## config.mk

```make
export PLATFORM = sky130hd
export DESIGN_NAME = hid_report_descriptor_parser_unit
export DESIGN_NICKNAME = d
export VERILOG_FILES = /design/src/rtl/hidrdp_pkg.sv /design/src/rtl/hidrdp_front.sv /design/src/rtl/hidrdp_queue.sv /design/src/rtl/hidrdp_back.sv /design/src/rtl/hid_report_descriptor_parser_unit.sv
export SDC_FILE = /design/constraint.sdc
export NUM_CORES = 2
export LEC_CHECK = 0
export BUFFER_PORTS_ARGS = -buffer_cell sky130_fd_sc_hd__buf_4
export CAP_MARGIN = 5
export CORE_MARGIN = 1.5
export CORE_UTILIZATION = 40
export DETAILED_ROUTE_END_ITERATION = 7
export PLACE_DENSITY = 0.68
export SETUP_SLACK_MARGIN = 0.02
export SLEW_MARGIN = 20
export SYNTH_ARGS = -nofsm -noshare
export SYNTH_HDL_FRONTEND = slang
export SYNTH_HIERARCHICAL = 1
export SYNTH_SLANG_ARGS = --single-unit
```

## constraint.sdc

```tcl
create_clock -name clock -period 16.06 [get_ports clock]
set_clock_uncertainty 0.05 [all_clocks]
set_input_delay 0.803 -clock clock [delete_from_list [all_inputs] [get_ports clock]]
set_output_delay 0.803 -clock clock [all_outputs]
set_load 0.005 [all_outputs]
```

## src/rtl/hidrdp_pkg.sv

```systemverilog
// Package for the HID report descriptor parser: constants, codes and the
// item word passed from the byte assembler to the table engine. No dependencies.
`default_nettype none
package hidrdp_pkg;
   localparam int STACK_DEPTH = 4;
   localparam int MAX_NEST    = 16;
   localparam int SP_W        = $clog2(STACK_DEPTH + 1);
   localparam int SI_W        = (STACK_DEPTH > 1) ? $clog2(STACK_DEPTH) : 1;
   localparam int NEST_W      = $clog2(MAX_NEST + 1);

   localparam logic [3:0] TAG_LONG       = 4'hF;
   localparam logic [3:0] TAG_COLLECTION = 4'hA;
   localparam logic [3:0] TAG_END_COLL   = 4'hC;
   localparam logic [3:0] TAG_PUSH       = 4'hA;
   localparam logic [3:0] TAG_POP        = 4'hB;
   localparam logic [3:0] G_USAGE_PAGE   = 4'd0;
   localparam logic [3:0] G_REPORT_SIZE  = 4'd7;
   localparam logic [3:0] G_REPORT_ID    = 4'd8;
   localparam logic [3:0] G_REPORT_COUNT = 4'd9;
   localparam logic [3:0] L_USAGE        = 4'd0;

   typedef enum logic [1:0] {
      ITYPE_MAIN = 2'd0, ITYPE_GLOBAL = 2'd1, ITYPE_LOCAL = 2'd2, ITYPE_RSVD = 2'd3
   } itype_type;

   typedef enum logic [1:0] {
      PH_HEADER = 2'd0, PH_LSIZE = 2'd1, PH_LTAG = 2'd2, PH_DATA = 2'd3
   } phase_type;

   typedef enum logic [2:0] {
      ST_OK = 3'd0, ST_POP_EMPTY = 3'd1, ST_PUSH_OVF = 3'd2,
      ST_DEPTH_UNF = 3'd3, ST_TRUNC = 3'd4
   } status_type;

   // One assembled item, handed from the front to the back.
   typedef struct packed {
      logic       is_long;
      itype_type  itype;
      logic [7:0] tag;
      logic [7:0] size;
      logic [31:0] value;
      logic       trunc;
      logic       last;
   } item_type;

   typedef struct packed {
      logic        is_long;
      logic [1:0]  itype;
      logic [7:0]  item_tag;
      logic [7:0]  data_size;
      logic [31:0] data_value;
      logic [4:0]  nest_depth;
      logic [31:0] usage_page;
      logic [31:0] report_size;
      logic [31:0] report_id;
      logic [31:0] report_count;
      logic [31:0] local_usage;
      logic [2:0]  status;
   } rec_type;
endpackage
`default_nettype wire

```

## src/rtl/hidrdp_front.sv

```systemverilog
// Front end: assembles descriptor bytes into items (short and long).
// Depends on hidrdp_pkg.
`default_nettype none
module hidrdp_front (
   input  wire logic                clock,
   input  wire logic                reset,
   input  wire logic                in_valid,
   input  wire logic [7:0]          in_byte,
   input  wire logic                in_last,
   output logic                     item_valid,
   output hidrdp_pkg::item_type     item
);
   hidrdp_pkg::phase_type phase_ff, phase_in;
   logic [7:0]  left_ff, left_in;
   logic [7:0]  len_ff, len_in;
   logic [15:0] hdr_ff, hdr_in;
   logic [31:0] val_ff, val_in;

   always_ff @(posedge clock) begin
      if (reset) begin
         phase_ff <= hidrdp_pkg::PH_HEADER;
         left_ff  <= '0;
         len_ff   <= '0;
         hdr_ff   <= '0;
         val_ff   <= '0;
      end else begin
         phase_ff <= phase_in;
         left_ff  <= left_in;
         len_ff   <= len_in;
         hdr_ff   <= hdr_in;
         val_ff   <= val_in;
      end
   end

   always_comb begin
      logic       done;
      logic [7:0] got;
      logic [7:0] left_dec;
      logic [1:0] code;
      phase_in = phase_ff;
      left_in  = left_ff;
      len_in   = len_ff;
      hdr_in   = hdr_ff;
      val_in   = val_ff;
      done     = 1'b0;
      got      = len_ff - left_ff;
      left_dec = (left_ff != 8'd0) ? left_ff - 8'd1 : 8'd0;
      code     = in_byte[1:0];
      if (in_valid) begin
         case (phase_ff)
            hidrdp_pkg::PH_HEADER: begin
               hdr_in  = {8'd0, in_byte};
               val_in  = '0;
               len_in  = '0;
               left_in = '0;
               if (in_byte[7:4] == hidrdp_pkg::TAG_LONG) begin
                  phase_in = hidrdp_pkg::PH_LSIZE;
               end else begin
                  len_in  = (code == 2'd3) ? 8'd4 : {6'd0, code};
                  left_in = len_in;
                  if (code == 2'd0) done = 1'b1;
                  else phase_in = hidrdp_pkg::PH_DATA;
               end
            end
            hidrdp_pkg::PH_LSIZE: begin
               len_in   = in_byte;
               left_in  = in_byte;
               phase_in = hidrdp_pkg::PH_LTAG;
            end
            hidrdp_pkg::PH_LTAG: begin
               hdr_in = {in_byte, hdr_ff[7:0]};
               if (len_ff == 8'd0) done = 1'b1;
               else phase_in = hidrdp_pkg::PH_DATA;
            end
            default: begin
               if (got < 8'd4) begin
                  case (got[1:0])
                     2'd0: val_in[7:0]   = in_byte;
                     2'd1: val_in[15:8]  = in_byte;
                     2'd2: val_in[23:16] = in_byte;
                     default: val_in[31:24] = in_byte;
                  endcase
               end
               left_in = left_dec;
               if (left_dec == 8'd0) done = 1'b1;
            end
         endcase
         if (done) phase_in = hidrdp_pkg::PH_HEADER;
      end
      item_valid   = in_valid && (done || in_last);
      item.is_long = hdr_in[7:4] == hidrdp_pkg::TAG_LONG;
      item.itype   = hidrdp_pkg::itype_type'(hdr_in[3:2]);
      item.tag     = item.is_long ? hdr_in[15:8] : {4'd0, hdr_in[7:4]};
      item.size    = len_in;
      item.value   = val_in;
      item.trunc   = !done;
      item.last    = in_last;
      if (in_valid && in_last) begin
         phase_in = hidrdp_pkg::PH_HEADER;
         left_in  = '0;
         len_in   = '0;
         hdr_in   = '0;
         val_in   = '0;
      end
   end
endmodule
`default_nettype wire

```

## src/rtl/hidrdp_queue.sv

```systemverilog
// Two-entry queue carrying items from the front end to the table engine.
// Depends on hidrdp_pkg.
`default_nettype none
module hidrdp_queue (
   input  wire logic                 clock,
   input  wire logic                 reset,
   input  wire logic                 wr_en,
   input  wire hidrdp_pkg::item_type wr_item,
   output logic                      full,
   input  wire logic                 rd_en,
   output logic                      empty,
   output hidrdp_pkg::item_type      rd_item
);
   hidrdp_pkg::item_type mem_ff [2];
   logic       wp_ff, rp_ff;
   logic [1:0] cnt_ff;

   always_ff @(posedge clock) begin
      if (reset) begin
         wp_ff  <= 1'b0;
         rp_ff  <= 1'b0;
         cnt_ff <= '0;
      end else begin
         if (wr_en) wp_ff <= !wp_ff;
         if (rd_en) rp_ff <= !rp_ff;
         cnt_ff <= cnt_ff + {1'b0, wr_en} - {1'b0, rd_en};
      end
      if (wr_en) mem_ff[wp_ff] <= wr_item;
   end

   assign full    = cnt_ff == 2'd2;
   assign empty   = cnt_ff == 2'd0;
   assign rd_item = mem_ff[rp_ff];
endmodule
`default_nettype wire

```

## src/rtl/hidrdp_back.sv

```systemverilog
// Back end: applies items to the global, local and stack tables and builds
// records into a two-entry output queue. Depends on hidrdp_pkg.
`default_nettype none
module hidrdp_back (
   input  wire logic                 clock,
   input  wire logic                 reset,
   input  wire logic                 in_empty,
   input  wire hidrdp_pkg::item_type in_item,
   output logic                      in_pop,
   input  wire logic                 out_pop,
   output logic                      out_empty,
   output hidrdp_pkg::rec_type       out_rec
);
   logic [31:0] gt_ff [16];
   logic [31:0] gs_ff [hidrdp_pkg::STACK_DEPTH][16];
   logic [31:0] lu_ff;
   logic [hidrdp_pkg::SP_W-1:0]   sp_ff;
   logic [hidrdp_pkg::NEST_W-1:0] nest_ff;
   hidrdp_pkg::rec_type q_ff [2];
   logic       wp_ff, rp_ff;
   logic [1:0] cnt_ff;

   logic [31:0] gt_in [16];
   logic [31:0] lu_in;
   logic [hidrdp_pkg::SP_W-1:0]   sp_in;
   logic [hidrdp_pkg::NEST_W-1:0] nest_in;
   logic do_push;
   logic [hidrdp_pkg::SI_W-1:0] push_idx, pop_idx;
   hidrdp_pkg::rec_type rec;

   assign in_pop    = !in_empty && (cnt_ff != 2'd2);
   assign out_empty = cnt_ff == 2'd0;
   assign out_rec   = q_ff[rp_ff];
   assign push_idx  = sp_ff[hidrdp_pkg::SI_W-1:0];
   assign pop_idx   = hidrdp_pkg::SI_W'(sp_ff - 1'b1);

   always_comb begin
      logic [3:0] t;
      logic [2:0] st;
      logic       app;
      logic [31:0] usage;
      gt_in   = gt_ff;
      lu_in   = lu_ff;
      sp_in   = sp_ff;
      nest_in = nest_ff;
      do_push = 1'b0;
      st      = hidrdp_pkg::ST_OK;
      t       = in_item.tag[3:0];
      app     = !in_item.trunc && !in_item.is_long;
      usage   = lu_ff;
      if (in_item.trunc) st = hidrdp_pkg::ST_TRUNC;
      if (app) begin
         case (in_item.itype)
            hidrdp_pkg::ITYPE_MAIN: begin
               if (t == hidrdp_pkg::TAG_COLLECTION) begin
                  if (nest_ff < hidrdp_pkg::NEST_W'(hidrdp_pkg::MAX_NEST))
                     nest_in = nest_ff + 1'b1;
               end else if (t == hidrdp_pkg::TAG_END_COLL) begin
                  if (nest_ff == '0) st = hidrdp_pkg::ST_DEPTH_UNF;
                  else nest_in = nest_ff - 1'b1;
               end
               lu_in = '0;
            end
            hidrdp_pkg::ITYPE_GLOBAL: begin
               if (t == hidrdp_pkg::TAG_PUSH) begin
                  if (sp_ff >= hidrdp_pkg::SP_W'(hidrdp_pkg::STACK_DEPTH)) begin
                     st = hidrdp_pkg::ST_PUSH_OVF;
                  end else begin
                     do_push = 1'b1;
                     sp_in   = sp_ff + 1'b1;
                  end
               end else if (t == hidrdp_pkg::TAG_POP) begin
                  if (sp_ff == '0) begin
                     for (int i = 0; i < 16; i++) gt_in[i] = '0;
                     st = hidrdp_pkg::ST_POP_EMPTY;
                  end else begin
                     sp_in = sp_ff - 1'b1;
                     gt_in = gs_ff[pop_idx];
                  end
               end else begin
                  gt_in[t] = in_item.value;
               end
            end
            hidrdp_pkg::ITYPE_LOCAL: begin
               if (t == hidrdp_pkg::L_USAGE) lu_in = in_item.value;
            end
            default: ;
         endcase
         if (in_item.itype != hidrdp_pkg::ITYPE_MAIN) usage = lu_in;
      end
      rec.is_long      = in_item.is_long;
      rec.itype        = in_item.itype;
      rec.item_tag     = in_item.tag;
      rec.data_size    = in_item.size;
      rec.data_value   = in_item.value;
      rec.nest_depth   = 5'(nest_in);
      rec.usage_page   = gt_in[hidrdp_pkg::G_USAGE_PAGE];
      rec.report_size  = gt_in[hidrdp_pkg::G_REPORT_SIZE];
      rec.report_id    = gt_in[hidrdp_pkg::G_REPORT_ID];
      rec.report_count = gt_in[hidrdp_pkg::G_REPORT_COUNT];
      rec.local_usage  = usage;
      rec.status       = st;
   end

   always_ff @(posedge clock) begin
      if (reset) begin
         for (int i = 0; i < 16; i++) gt_ff[i] <= '0;
         lu_ff   <= '0;
         sp_ff   <= '0;
         nest_ff <= '0;
         wp_ff   <= 1'b0;
         rp_ff   <= 1'b0;
         cnt_ff  <= '0;
      end else begin
         if (in_pop) begin
            if (in_item.last) begin
               for (int i = 0; i < 16; i++) gt_ff[i] <= '0;
               lu_ff   <= '0;
               sp_ff   <= '0;
               nest_ff <= '0;
            end else begin
               gt_ff   <= gt_in;
               lu_ff   <= lu_in;
               sp_ff   <= sp_in;
               nest_ff <= nest_in;
            end
            wp_ff <= !wp_ff;
         end
         if (out_pop && !out_empty) rp_ff <= !rp_ff;
         cnt_ff <= cnt_ff + {1'b0, in_pop} - {1'b0, out_pop && !out_empty};
      end
      if (in_pop) q_ff[wp_ff] <= rec;
      if (in_pop && do_push) gs_ff[push_idx] <= gt_ff;
   end
endmodule
`default_nettype wire

```

## src/rtl/hid_report_descriptor_parser_unit.sv

```systemverilog
// HID report descriptor parser, top level: byte assembler, item queue and table
// engine. Depends on hidrdp_pkg and the hidrdp_* modules. One descriptor byte
// per cycle unless req_full. Items pass the item queue, records the output
// queue. The engine applies one item per cycle while the output queue has room.
// Synchronous reset clears all parse state, tables and queues; no clearing pass.
`default_nettype none
module hid_report_descriptor_parser_unit (
   input  wire logic        clock,
   input  wire logic        reset,
   input  wire logic        req_push,
   output logic             req_full,
   input  wire logic [7:0]  req_desc_byte,
   input  wire logic        req_last_byte,
   output logic             rsp_empty,
   input  wire logic        rsp_pop,
   output logic             rsp_is_long,
   output logic [1:0]       rsp_item_type,
   output logic [7:0]       rsp_item_tag,
   output logic [7:0]       rsp_data_size,
   output logic [31:0]      rsp_data_value,
   output logic [4:0]       rsp_nest_depth,
   output logic [31:0]      rsp_usage_page,
   output logic [31:0]      rsp_report_size,
   output logic [31:0]      rsp_report_id,
   output logic [31:0]      rsp_report_count,
   output logic [31:0]      rsp_local_usage,
   output logic [2:0]       rsp_status
);
   logic accept, f_valid, q_full, q_empty, q_pop;
   hidrdp_pkg::item_type f_item, q_item;
   hidrdp_pkg::rec_type  rec;

   // A full item queue stalls the whole byte stream.
   assign req_full = q_full;
   assign accept   = req_push && !q_full;

   hidrdp_front u_front (
      .clock, .reset, .in_valid(accept), .in_byte(req_desc_byte),
      .in_last(req_last_byte), .item_valid(f_valid), .item(f_item)
   );

   hidrdp_queue u_queue (
      .clock, .reset, .wr_en(f_valid), .wr_item(f_item), .full(q_full),
      .rd_en(q_pop), .empty(q_empty), .rd_item(q_item)
   );

   hidrdp_back u_back (
      .clock, .reset, .in_empty(q_empty), .in_item(q_item), .in_pop(q_pop),
      .out_pop(rsp_pop), .out_empty(rsp_empty), .out_rec(rec)
   );

   assign rsp_is_long      = rec.is_long;
   assign rsp_item_type    = rec.itype;
   assign rsp_item_tag     = rec.item_tag;
   assign rsp_data_size    = rec.data_size;
   assign rsp_data_value   = rec.data_value;
   assign rsp_nest_depth   = rec.nest_depth;
   assign rsp_usage_page   = rec.usage_page;
   assign rsp_report_size  = rec.report_size;
   assign rsp_report_id    = rec.report_id;
   assign rsp_report_count = rec.report_count;
   assign rsp_local_usage  = rec.local_usage;
   assign rsp_status       = rec.status;
endmodule
`default_nettype wire

```

Word level (Yosys, flattened, before mapping):

Memory sizes are Yosys's and may differ from the RTL's. A register that Yosys moved wholly into a read port is not among the register bits.
Index checks and enable logic that the tools add are counted.

* register bits after elaboration: 626
* RAM bits: 2592
* input port bits: 13
* output and inout port bits: 221
* logic and storage cells: 196
* memories kept: 3

* add/subtract/negate cells: 10
* magnitude comparators: 5
* equality and inequality tests: 19
* multiplexer cells: 81
* bitwise gates (word level): 2
* reduce and logical (&&, ||, !) cells: 45

Memories
* u_back.gs_ff: depth 4, width 512, read ports 1, clocked after Yosys merged registers in 0, wr ports 1, line hidrdp_back.sv:15 `logic [31:0] gs_ff [hidrdp_pkg::STACK_DEPTH][16];`
* u_back.q_ff: depth 2, width 219, read ports 1, clocked after Yosys merged registers in 1, wr ports 1, line hidrdp_back.sv:19 `hidrdp_pkg::rec_type q_ff [2];`
* u_queue.mem_ff: depth 2, width 53, read ports 1, clocked after Yosys merged registers in 1, wr ports 1, line hidrdp_queue.sv:14 `hidrdp_pkg::item_type mem_ff [2];`

Operators by type and width (number)
* $mux 512: 6
* $bwmux 512: 1
* $mux 32: 8
* $demux 32 s4: 1
* $pmux 32 s2: 2
* $mux 8: 8
* $mux 3: 17
* $mux 5: 7
* $pmux 16 s2: 1
* $pmux 8 s3: 1
* $eq 4x4->1 const B: 5
* $mux 1: 20
* $logic_not 8->1: 2
* $mux 16: 1
* $pmux 8 s2: 1
* $logic_not 2->1: 6
* $eq 2x2->1 const B: 5
* $logic_not 1->1: 10
* $logic_and 1x1->1: 8
* $lt 8x3->1 const B: 1
* $mux 2: 4
* $reduce_and 4->1: 2
* $reduce_bool 8->1: 1
* $sub 8x1->8 const B: 1
* 33 further kinds: 43

Logic depth before layout (Yosys ltp):

* word-level depth: 11
* gate-level depth with buffers: 12
* depth with buffers taken out: 11

By module:

The synthesis kept the hierarchy.

Modules (own cells, without submodules)
* hidrdp_back: times used 1, cells each 2565, area each 44375.1 um2, sequential area each 31990.7 um2
* hidrdp_queue: times used 1, cells each 186, area each 4295.4 um2, sequential area each 3283.1 um2
* hidrdp_front: times used 1, cells each 479, area each 3895.0 um2, sequential area each 1281.2 um2
* hid_report_descriptor_parser_unit: times used 1, cells each 1, area each 13.8 um2, sequential area each 0.0 um2

Worst setup path before layout:

No wires, ideal clock.

* path type: register to register
* from: reg (tool-made name)
* to: mem u_back/gs_ff[0][192] (netlist name) (enable)
* library setup time: 772 ps
* data arrival time: 10661 ps
* data required time: 15238 ps
* slack: 4577 ps
* cell stages (with the launch flop): 9
* buffers on the path: 4
* period minus slack after synthesis: 11483 ps
* cells stage by stage: dfxtp_1 > buf_6 > buf_12 > mux2_4 > buf_6 > or4b_4 > buf_6 > or2_1 > nor3_1

RTL lines (line)
* to (decl): hidrdp_back.sv:15

==> metrics.yaml <==
status:
  status: "finished clean"
setup_path:
  rr_endpoint: "u_back/gs_ff[2][228]"
  path_class: "register to register"
  worst_path_max_delay_cell: "buf_4"
  arrival_ns: 5.25
  crit_path_end_kind: "register"
  critPathRequiredTime_ns: 16.37
  crit_end: "u_back/gs_ff[2][228]"
  reg2reg_slack_ns: 11.12
  setup.worst_path.start_class: "register"
  cp_common_cell: "buf_4"
  path_cells: "mux2_2, or4b_4, or2_1, nor3_1, and2_4, buf_4, buf_4"
  slowest_delay_ns: 0.74
  cp_max_fo: 50
  r2r_cells: 7
finish:
  drive_above_1_share_pct: 29.15
  area_growth_pct: 14.49
  stdcell_count: 5276
  design_area_um2: 60200
  fillers: 11110
  nets: 3459
global_routing:
  grt_max_degree: 133
  grt_usage_pct: 19.74
  overflow: 0
  grt_antenna_before_repair: 9
  grt_pass1_wl_um: 194200
  grt_pass1_vias: 29180
cts:
  clock_sinks: 1298
  insertion_delay_ns: 0.75
  cts_max_level: 4
  cts.repair.resized: 0
  post-cts-setup-buffers: 0
  clk_pin_slew_ns: 0.06
  ctsHoldBuffers: 0
  cts-root-buf: "clkbuf_16"
  cts_buffer_depth: 3
  numCtsBuffers: 134
  cts_tree: "built"
timing:
  slew_violations: 0
  fin_crit_sh_pct: 30.77
  hold_viol: 0
  max_slew_margin_pct: 20.87
  tightestPinTransition_ns: 1.187
  fin_ws_ns: 11.12
  fin_tns_setup_ns: 0
  fin_crit_ns: 4.942
  fmax_mhz: 202.3
  finalSetupViolations: 0
  rsz0062_at_grt: "no"
power:
  ir_drop_mv: 0.1367
  finalPower_mw: 9.519
  p_leak_nw: 19.06
  p_per_area_nw_per_um2: 158.1
logic_synthesis:
  ys_types: 92
  async_flop_share_pct: 0
  ys_seq_elements: 1298
  synth_cells: 3231
  syn_area_per_cell_um2: 16.27
  syn_area_um2: 52580
  ys_warn_count: 6
  syn_nets: 3268
  synth-edff-count: 1056
  yosysSeqAreaShare_pct: 69.52
  synth_ff_type: "edfxtp_1"
place:
  gp_congestion: 0.8076
  place_ws_ns: 11.11
  dp_cells: 5028
  io_buffers: 233
  place_area_um2: 55910
  place_hpwl_um: 77690
routing:
  drtPass1Iterations: 6
  ant_nets: 0
  drc: 0
  wirelength_um: 134600
  avgRoutedWirePerCell_um: 25.51
  drt_iter0_markers: 2949
  via_per_inst: 5.658
  num_vias: 29850
die:
  num_rows: 132
  start_util_pct: 40.45
  core_area_um2: 130000
  die_width_um: 365.6
  die_y_um: 365.6
  ios: 234
  die_area_um2: 133600
worst_hold_path:
  hp-class: "input port to register"
  hold_path_startpoint: "req_last_byte"
flow_run:
  maxCapViolations: 0
==> kinds of logic (layout without fill, tap and decap cells) <==
logic type	Yosys count	count (layout)	share of synthesized area (%)
AO/OA/AOI/OAI	617	617	9.143
multiplexers	467	467	13.09
AND/OR/NAND/NOR	553	553	5.078
flip-flops	1298	1298	69.52
other	0	1	0
buffers and inverters	257	559	2.301
XOR/XNOR	15	15	0.2760
adder cells (fa/ha/maj)	24	24	0.5854
==> registers in the layout, indices dropped and copies added, names as in the netlist, 5 cells and up, named ones only <==
register,cells
u_back/gs_ff,512
u_back/q_ff,438
u_back/gt_ff,128
u_queue/mem_ff,106
u_back/lu_ff,32
u_front/val_ff,32
u_front/hdr_ff,14
u_front/left_ff,8
u_front/len_ff,8
u_back/nest_ff,5
==> worst max-delay path, delay by kind of cell, from the launching register on <==
family	cells	cell delay (ns)
muxes	1	0.47
DFF	1	0.58
buffers and inverters	2	1.42
and+or+nand+nor	4	1.96
==> layout by cell type (no fill, tap or decap), drive strengths merged, types with 6 or more instances in the layout <==
cell	instances
edfxtp	1056
mux2	336
buf	280
dfxtp	242
nor2	236
clkbuf	192
a21oi	146
mux4	128
nand2	91
o221a	80
nor3	79
a22o	70
o21ai	63
o22a	62
nand3	46
o211ai	42
inv	41
clkinv	39
a22oi	29
a32oi	26
o21a	24
ha	23
and2	22
nor2b	19
a2bb2oi	14
xnor2	12
a31oi	10
a32o	9
nor4	9
a21o	7
or4	6
==> where the power goes <==
group	leakage [nW]	switching (mW)	total, mW	internal [mW]
logic	6.08	1.37	2.27	0.901
clock network	2.12	1.27	3.02	1.74
registers	10.9	0.114	4.23	4.12
total	19.1	2.76	9.52	6.76
==> metrics by stage <==
step	hold WS [ns]	util, %
finish	0.2808	46.32
global placement	0.4059	43.02
detailed placement	0.4096	43.02
floorplan	0.3934	-
CTS	0.2530	46.31
global route	0.2688	46.31
==> metal layers <==
metal | track usage (%) | part of all wire (%) | vias up
met5 | 1.089 | 0.17 | -
met4 | 6.493 | 2.8 | 6
met3 | 6.015 | 9.6 | 212
met2 | 30.47 | 46 | 1271
met1 | 26.48 | 41 | 15160
li1 | - | - | 13200
==> cells in the mapped netlist, types with 7 or more instances <==
cell       count  share of area [%]
clkbuf_1     156                1.1
o211ai_2       9               0.21
xnor2_1       12               0.20
ha_1          23               0.55
nand2_1       91               0.65
inv_1         31               0.22
a22o_1        70                1.2
o211ai_1      33               0.47
o21ai_0       59               0.56
nor2b_1       18               0.21
buf_1         10              0.071
a21o_1         7               0.10
buf_6         13               0.28
o22a_1        62                1.0
a31oi_1       10               0.12
a22oi_1       29               0.41
a2bb2oi_2     10               0.29
nor2_1       232                1.7
buf_2         35               0.33
mux2_4        50                1.4
mux2_2       286                6.1
mux4_2       128                5.5
dfxtp_1      242                9.2
nor3_1        78               0.74
a32o_1         9               0.17
nand3_1       46               0.44
o21a_1        24               0.34
a32oi_1       26               0.43
and2_1        21               0.25
a21oi_1      146                1.4
o221a_1       62                1.3
edfxtp_1    1056                 60
o221a_2       18               0.39
==> cell type report <==
cell class | count | area, um2 | area share [%]
inverter | 32 | 120.1 | 0.1995
sequential | 1298 | 36560 | 60.74
antenna | 1 | 2.502 | 0.004157
clock buffer | 192 | 3816 | 6.339
clock inverter | 55 | 464.2 | 0.7711
timing repair buffer | 280 | 2127 | 3.533
tap | 1742 | 2180 | 3.621
multi-input combinational | 1676 | 14930 | 24.80
==> worst min path at each step <==
stage / endpoint / depth (start not counted) / slack, ns
finish: u_queue/mem_ff[0][0] / 1 / 0.28
floorplan: u_back/lu_ff[31] / 1 / 0.39
CTS: u_queue/mem_ff[1][0] / 1 / 0.25
global placement: u_back/lu_ff[2] / 1 / 0.41
global route: u_queue/mem_ff[0][0] / 1 / 0.27
detailed placement: u_back/lu_ff[26] / 1 / 0.41
(Power assumes the default switching activity.)
